## src/hdl/tag_uid_receive_with_timeouts_defines.svh

```systemverilog
// Assertion macros shared by the tag UID receiver modules.
`ifndef TAG_UID_RECEIVE_WITH_TIMEOUTS_DEFINES_SVH
`define TAG_UID_RECEIVE_WITH_TIMEOUTS_DEFINES_SVH

// The condition must hold in the same cycle as the trigger.
`define TUR_ASSERT_SAME(lbl, ante, cons) \
  lbl: assert property (@(posedge clk) disable iff (!rst_n) (ante) |-> (cons)) \
    else $error("tur assertion failed");

// The condition must hold in the cycle after the trigger.
`define TUR_ASSERT_NEXT(lbl, ante, cons) \
  lbl: assert property (@(posedge clk) disable iff (!rst_n) (ante) |=> (cons)) \
    else $error("tur assertion failed");

`endif

```

## src/hdl/tur_pkg.sv

```systemverilog
// Shared types and constants of the tag UID receiver.
package tur_pkg;

  localparam int UID_BYTES = 12;
  localparam int UID_IDX_W = (UID_BYTES > 1) ? $clog2(UID_BYTES) : 1;

  localparam logic [1:0] CMD_TICK  = 2'd0;
  localparam logic [1:0] CMD_START = 2'd1;
  localparam logic [1:0] CMD_MSG   = 2'd2;
  localparam logic [1:0] CMD_DATA  = 2'd3;

  localparam logic [1:0] EV_START  = 2'd0;
  localparam logic [1:0] EV_ACK_TO = 2'd1;
  localparam logic [1:0] EV_UID_TO = 2'd2;
  localparam logic [1:0] EV_DONE   = 2'd3;

  localparam logic REG_ACK_LIMIT = 1'b0;
  localparam logic REG_UID_LIMIT = 1'b1;

  localparam logic [15:0] ACK_LIMIT_RST = 16'd100;
  localparam logic [15:0] UID_LIMIT_RST = 16'd200;

  typedef struct packed {
    logic [1:0] cmd;
    logic [7:0] data_byte;
  } item_t;

  typedef struct packed {
    logic [15:0] ack_limit;
    logic [15:0] uid_limit;
  } limits_t;

  typedef struct packed {
    logic [1:0]  event_res;
    logic [3:0]  count_got;
    logic [31:0] uid_top;
    logic [63:0] uid_rest;
  } res_t;

endpackage

```

## src/hdl/tur_ifs.sv

```systemverilog
// Handshake interfaces for the input, result and configuration channels.
interface tur_in_if;
  logic       valid;
  logic       ready;
  logic [1:0] cmd;
  logic [7:0] data_byte;
  modport source (output valid, output cmd, output data_byte, input ready);
  modport sink (input valid, input cmd, input data_byte, output ready);
endinterface

interface tur_out_if;
  logic        valid;
  logic        ready;
  logic [1:0]  event_res;
  logic [3:0]  count_got;
  logic [31:0] uid_top;
  logic [63:0] uid_rest;
  modport source (output valid, output event_res, output count_got, output uid_top,
                  output uid_rest, input ready);
  modport sink (input valid, input event_res, input count_got, input uid_top,
                input uid_rest, output ready);
endinterface

interface tur_cfg_if;
  logic        valid;
  logic        ready;
  logic        index;
  logic [15:0] data;
  modport source (output valid, output index, output data, input ready);
  modport sink (input valid, input index, input data, output ready);
endinterface

```

## src/hdl/tag_uid_receive_with_timeouts.sv

```systemverilog
// Top level of the tag UID receiver: input register, limits, core and result queue.
// Accepted words wait in the input register; results leave from the queue head register.
// Throughput: one input word per cycle, as the core updates combinationally on each word;
// input stalls only when both result queue slots are full and the core has a word waiting.
// Reset (synchronous, rst_n low): idle phase, elapsed and byte count zero,
// ack_limit 100, uid_limit 200, all channels empty; the UID byte store is not cleared.
module tag_uid_receive_with_timeouts (
  input  logic clk,
  input  logic rst_n,
  tur_in_if.sink    in_ch,
  tur_out_if.source out_ch,
  tur_cfg_if.sink   cfg_ch
);

  logic             in_valid_r, in_valid_nxt;
  tur_pkg::item_t   item_r;
  tur_pkg::limits_t lim_r, lim_nxt;
  logic             fire;
  logic             accept;
  logic             full;
  logic             push;
  tur_pkg::res_t    push_res;
  tur_pkg::res_t    out_res;

  assign fire        = in_valid_r && !full;
  assign in_ch.ready = !in_valid_r || fire;
  assign accept      = in_ch.valid && in_ch.ready;
  assign cfg_ch.ready = 1'b1;

  always_comb begin
    in_valid_nxt = in_valid_r;
    if (accept) begin
      in_valid_nxt = 1'b1;
    end else if (fire) begin
      in_valid_nxt = 1'b0;
    end
    lim_nxt = lim_r;
    if (cfg_ch.valid) begin
      case (cfg_ch.index)
        tur_pkg::REG_ACK_LIMIT: lim_nxt.ack_limit = cfg_ch.data;
        tur_pkg::REG_UID_LIMIT: lim_nxt.uid_limit = cfg_ch.data;
        default: lim_nxt = lim_r;
      endcase
    end
  end

  always_ff @(posedge clk) begin
    if (!rst_n) begin
      in_valid_r      <= 1'b0;
      lim_r.ack_limit <= tur_pkg::ACK_LIMIT_RST;
      lim_r.uid_limit <= tur_pkg::UID_LIMIT_RST;
    end else begin
      in_valid_r <= in_valid_nxt;
      lim_r      <= lim_nxt;
    end
  end

  always_ff @(posedge clk) begin
    if (accept) begin
      item_r.cmd       <= in_ch.cmd;
      item_r.data_byte <= in_ch.data_byte;
    end
  end

  tur_core u_core (
    .clk   (clk),
    .rst_n (rst_n),
    .fire  (fire),
    .item  (item_r),
    .lim   (lim_r),
    .push  (push),
    .res   (push_res)
  );

  tur_outq u_outq (
    .clk       (clk),
    .rst_n     (rst_n),
    .push      (push),
    .push_res  (push_res),
    .full      (full),
    .out_valid (out_ch.valid),
    .out_ready (out_ch.ready),
    .out_res   (out_res)
  );

  assign out_ch.event_res = out_res.event_res;
  assign out_ch.count_got = out_res.count_got;
  assign out_ch.uid_top   = out_res.uid_top;
  assign out_ch.uid_rest  = out_res.uid_rest;

endmodule

```

## src/hdl/tur_core.sv

```systemverilog
// Exchange state, timeout counting and UID byte collection for one word per cycle while fire is high.
`include "tag_uid_receive_with_timeouts_defines.svh"

module tur_core (
  input  logic            clk,
  input  logic            rst_n,
  input  logic            fire,
  input  tur_pkg::item_t  item,
  input  tur_pkg::limits_t lim,
  output logic            push,
  output tur_pkg::res_t   res
);

  localparam logic [1:0] PH_IDLE = 2'd0;
  localparam logic [1:0] PH_ACK  = 2'd1;
  localparam logic [1:0] PH_DATA = 2'd2;

  logic [1:0]  phase_r, phase_nxt;
  logic [15:0] elapsed_r, elapsed_nxt;
  logic [3:0]  cnt_r, cnt_nxt;
  logic [7:0]  store_r [tur_pkg::UID_BYTES];
  logic [7:0]  uid_b [12];
  logic [15:0] el_inc;
  logic [3:0]  cnt_inc;
  logic        store_we;

  assign el_inc  = (elapsed_r == 16'hFFFF) ? elapsed_r : elapsed_r + 16'd1;
  assign cnt_inc = cnt_r + 4'd1;

  for (genvar i = 0; i < 12; i++) begin : g_uid
    if (i < tur_pkg::UID_BYTES) begin : g_used
      assign uid_b[i] = (cnt_r == 4'(i)) ? item.data_byte : store_r[i];
    end else begin : g_zero
      assign uid_b[i] = 8'd0;
    end
  end

  always_comb begin
    phase_nxt   = phase_r;
    elapsed_nxt = elapsed_r;
    cnt_nxt     = cnt_r;
    store_we    = 1'b0;
    push        = 1'b0;
    res         = '0;
    if (fire) begin
      case (item.cmd)
        tur_pkg::CMD_TICK: begin
          if (phase_r == PH_ACK) begin
            elapsed_nxt = el_inc;
            if (el_inc > lim.ack_limit) begin
              phase_nxt     = PH_IDLE;
              push          = 1'b1;
              res.event_res = tur_pkg::EV_ACK_TO;
            end
          end else if (phase_r == PH_DATA) begin
            elapsed_nxt = el_inc;
            if (el_inc > lim.uid_limit) begin
              phase_nxt     = PH_IDLE;
              push          = 1'b1;
              res.event_res = tur_pkg::EV_UID_TO;
              res.count_got = cnt_r;
            end
          end
        end
        tur_pkg::CMD_START: begin
          if (phase_r == PH_IDLE) begin
            phase_nxt     = PH_ACK;
            elapsed_nxt   = 16'd0;
            cnt_nxt       = 4'd0;
            push          = 1'b1;
            res.event_res = tur_pkg::EV_START;
          end
        end
        tur_pkg::CMD_MSG: begin
          if (phase_r == PH_ACK) begin
            phase_nxt   = PH_DATA;
            elapsed_nxt = 16'd0;
            cnt_nxt     = 4'd0;
          end
        end
        tur_pkg::CMD_DATA: begin
          if (phase_r == PH_DATA) begin
            store_we = (cnt_r < 4'(tur_pkg::UID_BYTES));
            cnt_nxt  = cnt_inc;
            if (cnt_inc >= 4'(tur_pkg::UID_BYTES)) begin
              phase_nxt     = PH_IDLE;
              push          = 1'b1;
              res.event_res = tur_pkg::EV_DONE;
              res.count_got = cnt_inc;
              res.uid_top   = {uid_b[0], uid_b[1], uid_b[2], uid_b[3]};
              res.uid_rest  = {uid_b[4], uid_b[5], uid_b[6], uid_b[7],
                               uid_b[8], uid_b[9], uid_b[10], uid_b[11]};
            end
          end
        end
        default: begin
          phase_nxt = phase_r;
        end
      endcase
    end
  end

  always_ff @(posedge clk) begin
    if (!rst_n) begin
      phase_r   <= PH_IDLE;
      elapsed_r <= 16'd0;
      cnt_r     <= 4'd0;
    end else begin
      phase_r   <= phase_nxt;
      elapsed_r <= elapsed_nxt;
      cnt_r     <= cnt_nxt;
    end
  end

  always_ff @(posedge clk) begin
    if (store_we) begin
      store_r[cnt_r[tur_pkg::UID_IDX_W-1:0]] <= item.data_byte;
    end
  end

  `TUR_ASSERT_SAME(a_cnt_range, 1'b1, cnt_r <= 4'(tur_pkg::UID_BYTES))
  `TUR_ASSERT_NEXT(a_done_idle, push && res.event_res == tur_pkg::EV_DONE, phase_r == PH_IDLE)
  `TUR_ASSERT_NEXT(a_start_wait, push && res.event_res == tur_pkg::EV_START,
                   phase_r == PH_ACK && elapsed_r == 16'd0)

endmodule

```

## src/hdl/tur_outq.sv

```systemverilog
// Two-word result queue: an output register with a skid slot behind it.
`include "tag_uid_receive_with_timeouts_defines.svh"

module tur_outq (
  input  logic          clk,
  input  logic          rst_n,
  input  logic          push,
  input  tur_pkg::res_t push_res,
  output logic          full,
  output logic          out_valid,
  input  logic          out_ready,
  output tur_pkg::res_t out_res
);

  logic          v0_r, v0_nxt;
  logic          v1_r, v1_nxt;
  tur_pkg::res_t head_r, head_nxt;
  tur_pkg::res_t skid_r, skid_nxt;
  logic          pop;

  assign pop       = v0_r && out_ready;
  assign full      = v1_r;
  assign out_valid = v0_r;
  assign out_res   = head_r;

  always_comb begin
    v0_nxt   = v0_r;
    v1_nxt   = v1_r;
    head_nxt = head_r;
    skid_nxt = skid_r;
    if (pop) begin
      if (v1_r) begin
        head_nxt = skid_r;
        v1_nxt   = push;
        skid_nxt = push ? push_res : skid_r;
      end else begin
        head_nxt = push_res;
        v0_nxt   = push;
      end
    end else if (push) begin
      if (!v0_r) begin
        head_nxt = push_res;
        v0_nxt   = 1'b1;
      end else begin
        skid_nxt = push_res;
        v1_nxt   = 1'b1;
      end
    end
  end

  always_ff @(posedge clk) begin
    if (!rst_n) begin
      v0_r <= 1'b0;
      v1_r <= 1'b0;
    end else begin
      v0_r <= v0_nxt;
      v1_r <= v1_nxt;
    end
  end

  always_ff @(posedge clk) begin
    head_r <= head_nxt;
    skid_r <= skid_nxt;
  end

  `TUR_ASSERT_SAME(a_q_order, v1_r, v0_r)
  `TUR_ASSERT_SAME(a_q_no_overflow, push, !v1_r)
  `TUR_ASSERT_NEXT(a_q_fill, push && !pop, v0_r)

endmodule
```

## src/flat_wrapper.sv

```systemverilog
// flat-port wrapper written by rule: the top's interface ports become plain ports
module tag_uid_receive_with_timeouts_flat 
  (clk, rst_n, in_ch_valid, in_ch_cmd, in_ch_data_byte, in_ch_ready, out_ch_valid, out_ch_event_res, out_ch_count_got, out_ch_uid_top, out_ch_uid_rest, out_ch_ready, cfg_ch_valid, cfg_ch_index, cfg_ch_data, cfg_ch_ready);
  tur_in_if in_ch_i ();
  tur_out_if out_ch_i ();
  tur_cfg_if cfg_ch_i ();
  input  logic clk;
  input  logic rst_n;
  input wire logic [$bits(in_ch_i.valid)-1:0] in_ch_valid;
  input wire logic [$bits(in_ch_i.cmd)-1:0] in_ch_cmd;
  input wire logic [$bits(in_ch_i.data_byte)-1:0] in_ch_data_byte;
  output wire logic [$bits(in_ch_i.ready)-1:0] in_ch_ready;
  output wire logic [$bits(out_ch_i.valid)-1:0] out_ch_valid;
  output wire logic [$bits(out_ch_i.event_res)-1:0] out_ch_event_res;
  output wire logic [$bits(out_ch_i.count_got)-1:0] out_ch_count_got;
  output wire logic [$bits(out_ch_i.uid_top)-1:0] out_ch_uid_top;
  output wire logic [$bits(out_ch_i.uid_rest)-1:0] out_ch_uid_rest;
  input wire logic [$bits(out_ch_i.ready)-1:0] out_ch_ready;
  input wire logic [$bits(cfg_ch_i.valid)-1:0] cfg_ch_valid;
  input wire logic [$bits(cfg_ch_i.index)-1:0] cfg_ch_index;
  input wire logic [$bits(cfg_ch_i.data)-1:0] cfg_ch_data;
  output wire logic [$bits(cfg_ch_i.ready)-1:0] cfg_ch_ready;
  assign in_ch_i.valid = in_ch_valid;
  assign in_ch_i.cmd = in_ch_cmd;
  assign in_ch_i.data_byte = in_ch_data_byte;
  assign in_ch_ready = in_ch_i.ready;
  assign out_ch_valid = out_ch_i.valid;
  assign out_ch_event_res = out_ch_i.event_res;
  assign out_ch_count_got = out_ch_i.count_got;
  assign out_ch_uid_top = out_ch_i.uid_top;
  assign out_ch_uid_rest = out_ch_i.uid_rest;
  assign out_ch_i.ready = out_ch_ready;
  assign cfg_ch_i.valid = cfg_ch_valid;
  assign cfg_ch_i.index = cfg_ch_index;
  assign cfg_ch_i.data = cfg_ch_data;
  assign cfg_ch_ready = cfg_ch_i.ready;
  tag_uid_receive_with_timeouts u_core (.clk(clk), .rst_n(rst_n), .in_ch(in_ch_i), .out_ch(out_ch_i), .cfg_ch(cfg_ch_i));
endmodule
```

## config.mk

```make
export PLATFORM = sky130hd
export DESIGN_NAME = tag_uid_receive_with_timeouts_flat
export DESIGN_NICKNAME = d
export VERILOG_FILES = /design/src/hdl/tur_pkg.sv /design/src/hdl/tur_ifs.sv /design/src/hdl/tag_uid_receive_with_timeouts.sv /design/src/hdl/tur_core.sv /design/src/hdl/tur_outq.sv /design/src/flat_wrapper.sv
export VERILOG_INCLUDE_DIRS = /design/src /design/src/hdl
export SDC_FILE = /design/constraint.sdc
export NUM_CORES = 1
export LEC_CHECK = 0
export BUFFER_PORTS_ARGS = -buffer_cell sky130_fd_sc_hd__buf_2
export CAP_MARGIN = 20
export CORE_UTILIZATION = 64
export CTS_CLUSTER_SIZE = 14
export DETAILED_ROUTE_END_ITERATION = 12
export PLACE_DENSITY_LB_ADDON = 0.12
export SLEW_MARGIN = 25
export SYNTH_ARGS = -nofsm -noshare
export SYNTH_HDL_FRONTEND = slang
export SYNTH_HIERARCHICAL = 1
export SYNTH_SLANG_ARGS = --single-unit
```

## constraint.sdc

```tcl
create_clock -name clk -period 19.46 [get_ports clk]
set_clock_uncertainty 0.05 [all_clocks]
set_input_delay 3.892 -clock clk [delete_from_list [all_inputs] [get_ports clk]]
set_output_delay 3.892 -clock clk [all_outputs]
set_load 0.01 [all_outputs]
```

==> out/results.tsv <==
stage	metric	value	unit
status	outcome	finished clean	
worst_setup_path	crit_arrival	5.76	ns
worst_setup_path	crit_buf_inv	2	
flow_run	max_cap_viol_count	0	
clock_tree	cts_sinks	367	
synthesis	ys_seq_area_share	63.7	%
worst_setup_path	slowest_stage	buf_6	
place	gp_congestion	0.859	
sta	max_slew_margin	29.8	%
grt	first_global_vias	9780	
synthesis	yosys_most_used_dff	edfxtp_1	
place	numPlacedInstances	1668	
clock_tree	cts_root_buf	clkbuf_16	
worst_setup_path	crit_fanout	62	
grt	antenna_found_initial	0	
worst_setup_path	cpPeakStageDelay	0.71	ns
synthesis	syn-num-nets	1345	
clock_tree	clk_latency	0.52	ns
final_layout	areaGrowthSynthToFinish	12.5	%
route	drt_iter0_markers	1033	
clock_tree	cts-buffers-inserted	37	
power	power_density	87.5	mW/mm^2
synthesis	yosys_warnings	6	
route	drt_pre_antenna_iters	5	
floorplanning	core_area	0.0252	sq mm
worst_setup_path	worst_setup_path_startpoint	out_ch_ready	
clock_tree	path_clk_slew	0.06	ns
final_layout	antenna_cells	0	
sta	min_period	5.54	ns
sta	whs	0.402	ns
grt	grt_pass1_wl	50900	um
worst_setup_path	cp-start-kind	input port	
sta	rsz0062_at_grt	false	
worst_setup_path	critPathTopFamily	buffers and inverters	
sta	post-route-period-util	28.4	%
floorplanning	dieWidth	162	um
route	totalWireLength	31900	um
synthesis	ys_ff_latch	367	
sta	worstMarginPinSlew	1.05	ns
floorplanning	die_h	162	um
clock_tree	post_cts_buffers	0	
clock_tree	h-tree-depth	2	
grt	grt_max_degree	97	
route	wl_per_cell	18.3	um
synthesis	syn_inst	1270	
final_layout	final_common_cell	edfxtp_1	
worst_setup_path	crit_path_end_kind	flop	
final_layout	fin_nets	1457	
synthesis	netlist_area	0.0164	sq mm
worst_setup_path	cp_cell_sequence	buf_2, nand3_4, buf_6, mux2_2	
final_layout	final_cells	1740	
floorplanning	start_util	65.2	%
power	vdd_ir_drop_max	0.0000647	V
final_layout	fillers	1660	
hold_path	min-delay-start	u_core/lim_r[5]$_SDFFE_PN0P_	
route	ant_nets	0	
hold_path	min_path_type	flop to flop	
clock_tree	cts-resized-gates	0	
grt	grtUsageTotal	24.7	%
synthesis	synth_edf_count	310	
clock_tree	holdBufCountCts	0	
sta	hold_viol	0	
sta	setup_tns	0	ns
synthesis	syn_avg_cell_area	12.9	sq um
worst_setup_path	rr_startpoint	u_core/u_core/elapsed_r[0]$_SDFFE_PN0P_	
sta	setup_viol_count_final	0	
route	via_per_inst	5.89	
sta	slew_viol_final	0	
sta	max_freq	181	MHz
clock_tree	cts_tree	done	
synthesis	ys_types	65	
worst_setup_path	criticalPathCategory	input port to flop	
final_layout	drive_gt1_share	22.6	%
final_layout	seq_area	0.0105	sq mm
route	drcViolationCount	0	
final_layout	mostFrequentLayoutCells	edfxtp_1 (310), nand2_1 (202), buf_2 (135)	
route	num_vias	10300	
power	p_leak	7.35	nW
floorplanning	fp-row-count	58	
clock_tree	clockBufferDepth	3	
place	hpwl	19300	um
grt	overflow	0	
final_layout	multi_input_area	0.00539	sq mm
floorplanning	fp.dieArea	0.0263	sq mm
place	numPortBuffers	135	
floorplanning	io_pins	137	
worst_setup_path	cp.required	19.68	ns
synthesis	synth_async_sr_flop_share	0	%
==> cell usage after synthesis (3+ instances only) <==
cell type / number / area, sq um
a211oi_1: 4 / 30.0
a21boi_0: 6 / 45.0
a21oi_1: 115 / 576
a22oi_1: 6 / 45.0
a31oi_1: 7 / 43.8
and2_1: 13 / 81.3
and3_1: 5 / 31.3
and4_1: 3 / 26.3
buf_1: 4 / 15.0
buf_2: 14 / 70.1
buf_4: 3 / 22.5
buf_6: 14 / 158
clkbuf_1: 37 / 139
clkbuf_2: 3 / 15.0
dfxtp_1: 57 / 1140
edfxtp_1: 310 / 9310
ha_1: 43 / 538
inv_1: 46 / 173
mux2_2: 23 / 259
mux2_4: 80 / 1200
mux2i_1: 26 / 260
nand2_1: 203 / 762
nand2b_1: 7 / 43.8
nand3_1: 91 / 455
nand4_1: 11 / 68.8
nor2_1: 40 / 150
nor2b_1: 12 / 75.1
o211ai_1: 6 / 45.0
o21ai_0: 21 / 105
or3_1: 6 / 37.5
xnor2_1: 8 / 70.1
xor2_1: 6 / 52.6
==> through the flow <==
stage / utilization (%) / worst slack (ns) / area [sq um] / power (mW)
after floorplan: - / 12.56 / 16400 / 0.911
after global placement: 68.1 / 13.17 / 17200 / 0.929
after detailed placement: 68.2 / 13.12 / 17200 / 0.931
after CTS: 73.0 / 13.66 / 18400 / 1.63
after global routing: 73.3 / 13.47 / 18500 / 1.67
final: 73.3 / 13.92 / 18500 / 1.61
==> per-layer routing <==
| metal | vias to the layer above | global-route usage, % | part of all wire [%] | routed length, um |
|---|---|---|---|---|
| li1 | 4830 | - | - | - |
| met1 | 4999 | 35.0 | 45 | 14200 |
| met2 | 372 | 39.8 | 48 | 15200 |
| met3 | 50 | 3.55 | 6.0 | 1910 |
| met4 | 0 | 7.38 | 1.7 | 549 |
| met5 | - | 0 | 0 | 0 |
==> flip-flops by register name, indices dropped and copies added (netlist names) <==
| register | flops |
|---|---|
| u_core/u_outq/out_valid | 1 |
| u_core/lim_r | 32 |
| u_core/item_r | 10 |
| u_core/u_core/cnt_r | 4 |
| u_core/u_core/store_r | 96 |
| u_core/u_outq/out_res | 102 |
| u_core/u_core/elapsed_r | 16 |
| u_core/u_outq/full | 1 |
| u_core/u_core/phase_r | 2 |
| u_core/in_valid_r | 1 |
| u_core/u_outq/skid_r | 102 |
==> cell families (layout without fill, tap and decap cells) <==
group	after synthesis	after routing	share of synthesized area [%]
other cells	1	1	0.0229
compound gates	186	186	6.48
flops	367	367	63.7
fa+ha+maj	43	43	3.28
simple gates	407	407	11.5
xor+xnor	15	15	0.846
buf+inv	122	262	3.70
mux	129	129	10.5
==> layout make-up <==
cell class	instances	area share, %
Sequential cell	367	56.6
Multi-Input combinational cell	781	29.2
Clock buffer	53	5.51
Timing Repair Buffer	149	4.56
Tap cell	330	2.24
Clock inverter	14	0.943
Inverter	46	0.936
==> path summary, 6_finish.rpt <==
| kind | slack, ns | endpoint | cells after the start |
|---|---|---|---|
| max | 13.92 | u_core/u_outq/out_res[1]$_DFFE_PP_ | 4 |
| min | 0.40 | u_core/lim_r[5]$_SDFFE_PN0P_ | 2 |
| max reg2reg | 13.93 | u_core/u_outq/out_res[80]$_DFFE_PP_ | 17 |
| min reg2reg | 0.40 | u_core/lim_r[5]$_SDFFE_PN0P_ | 2 |
==> power by group <==
group	internal [mW]	switching [mW]
clock	0.417	0.281
sequential	0.857	0.00908
combinational	0.0185	0.0320
==> worst reg2reg max path: cells and delay by family (launching register included) <==
kind | cells | cell delay, ns
compound gates | 3 | 0.82
xor+xnor | 1 | 0.15
fa+ha+maj | 2 | 0.55
buf+inv | 1 | 0.63
flops | 1 | 0.36
mux | 1 | 0.47
simple gates | 9 | 2.05
No activity file was read; power rests on OpenSTA's default activity.
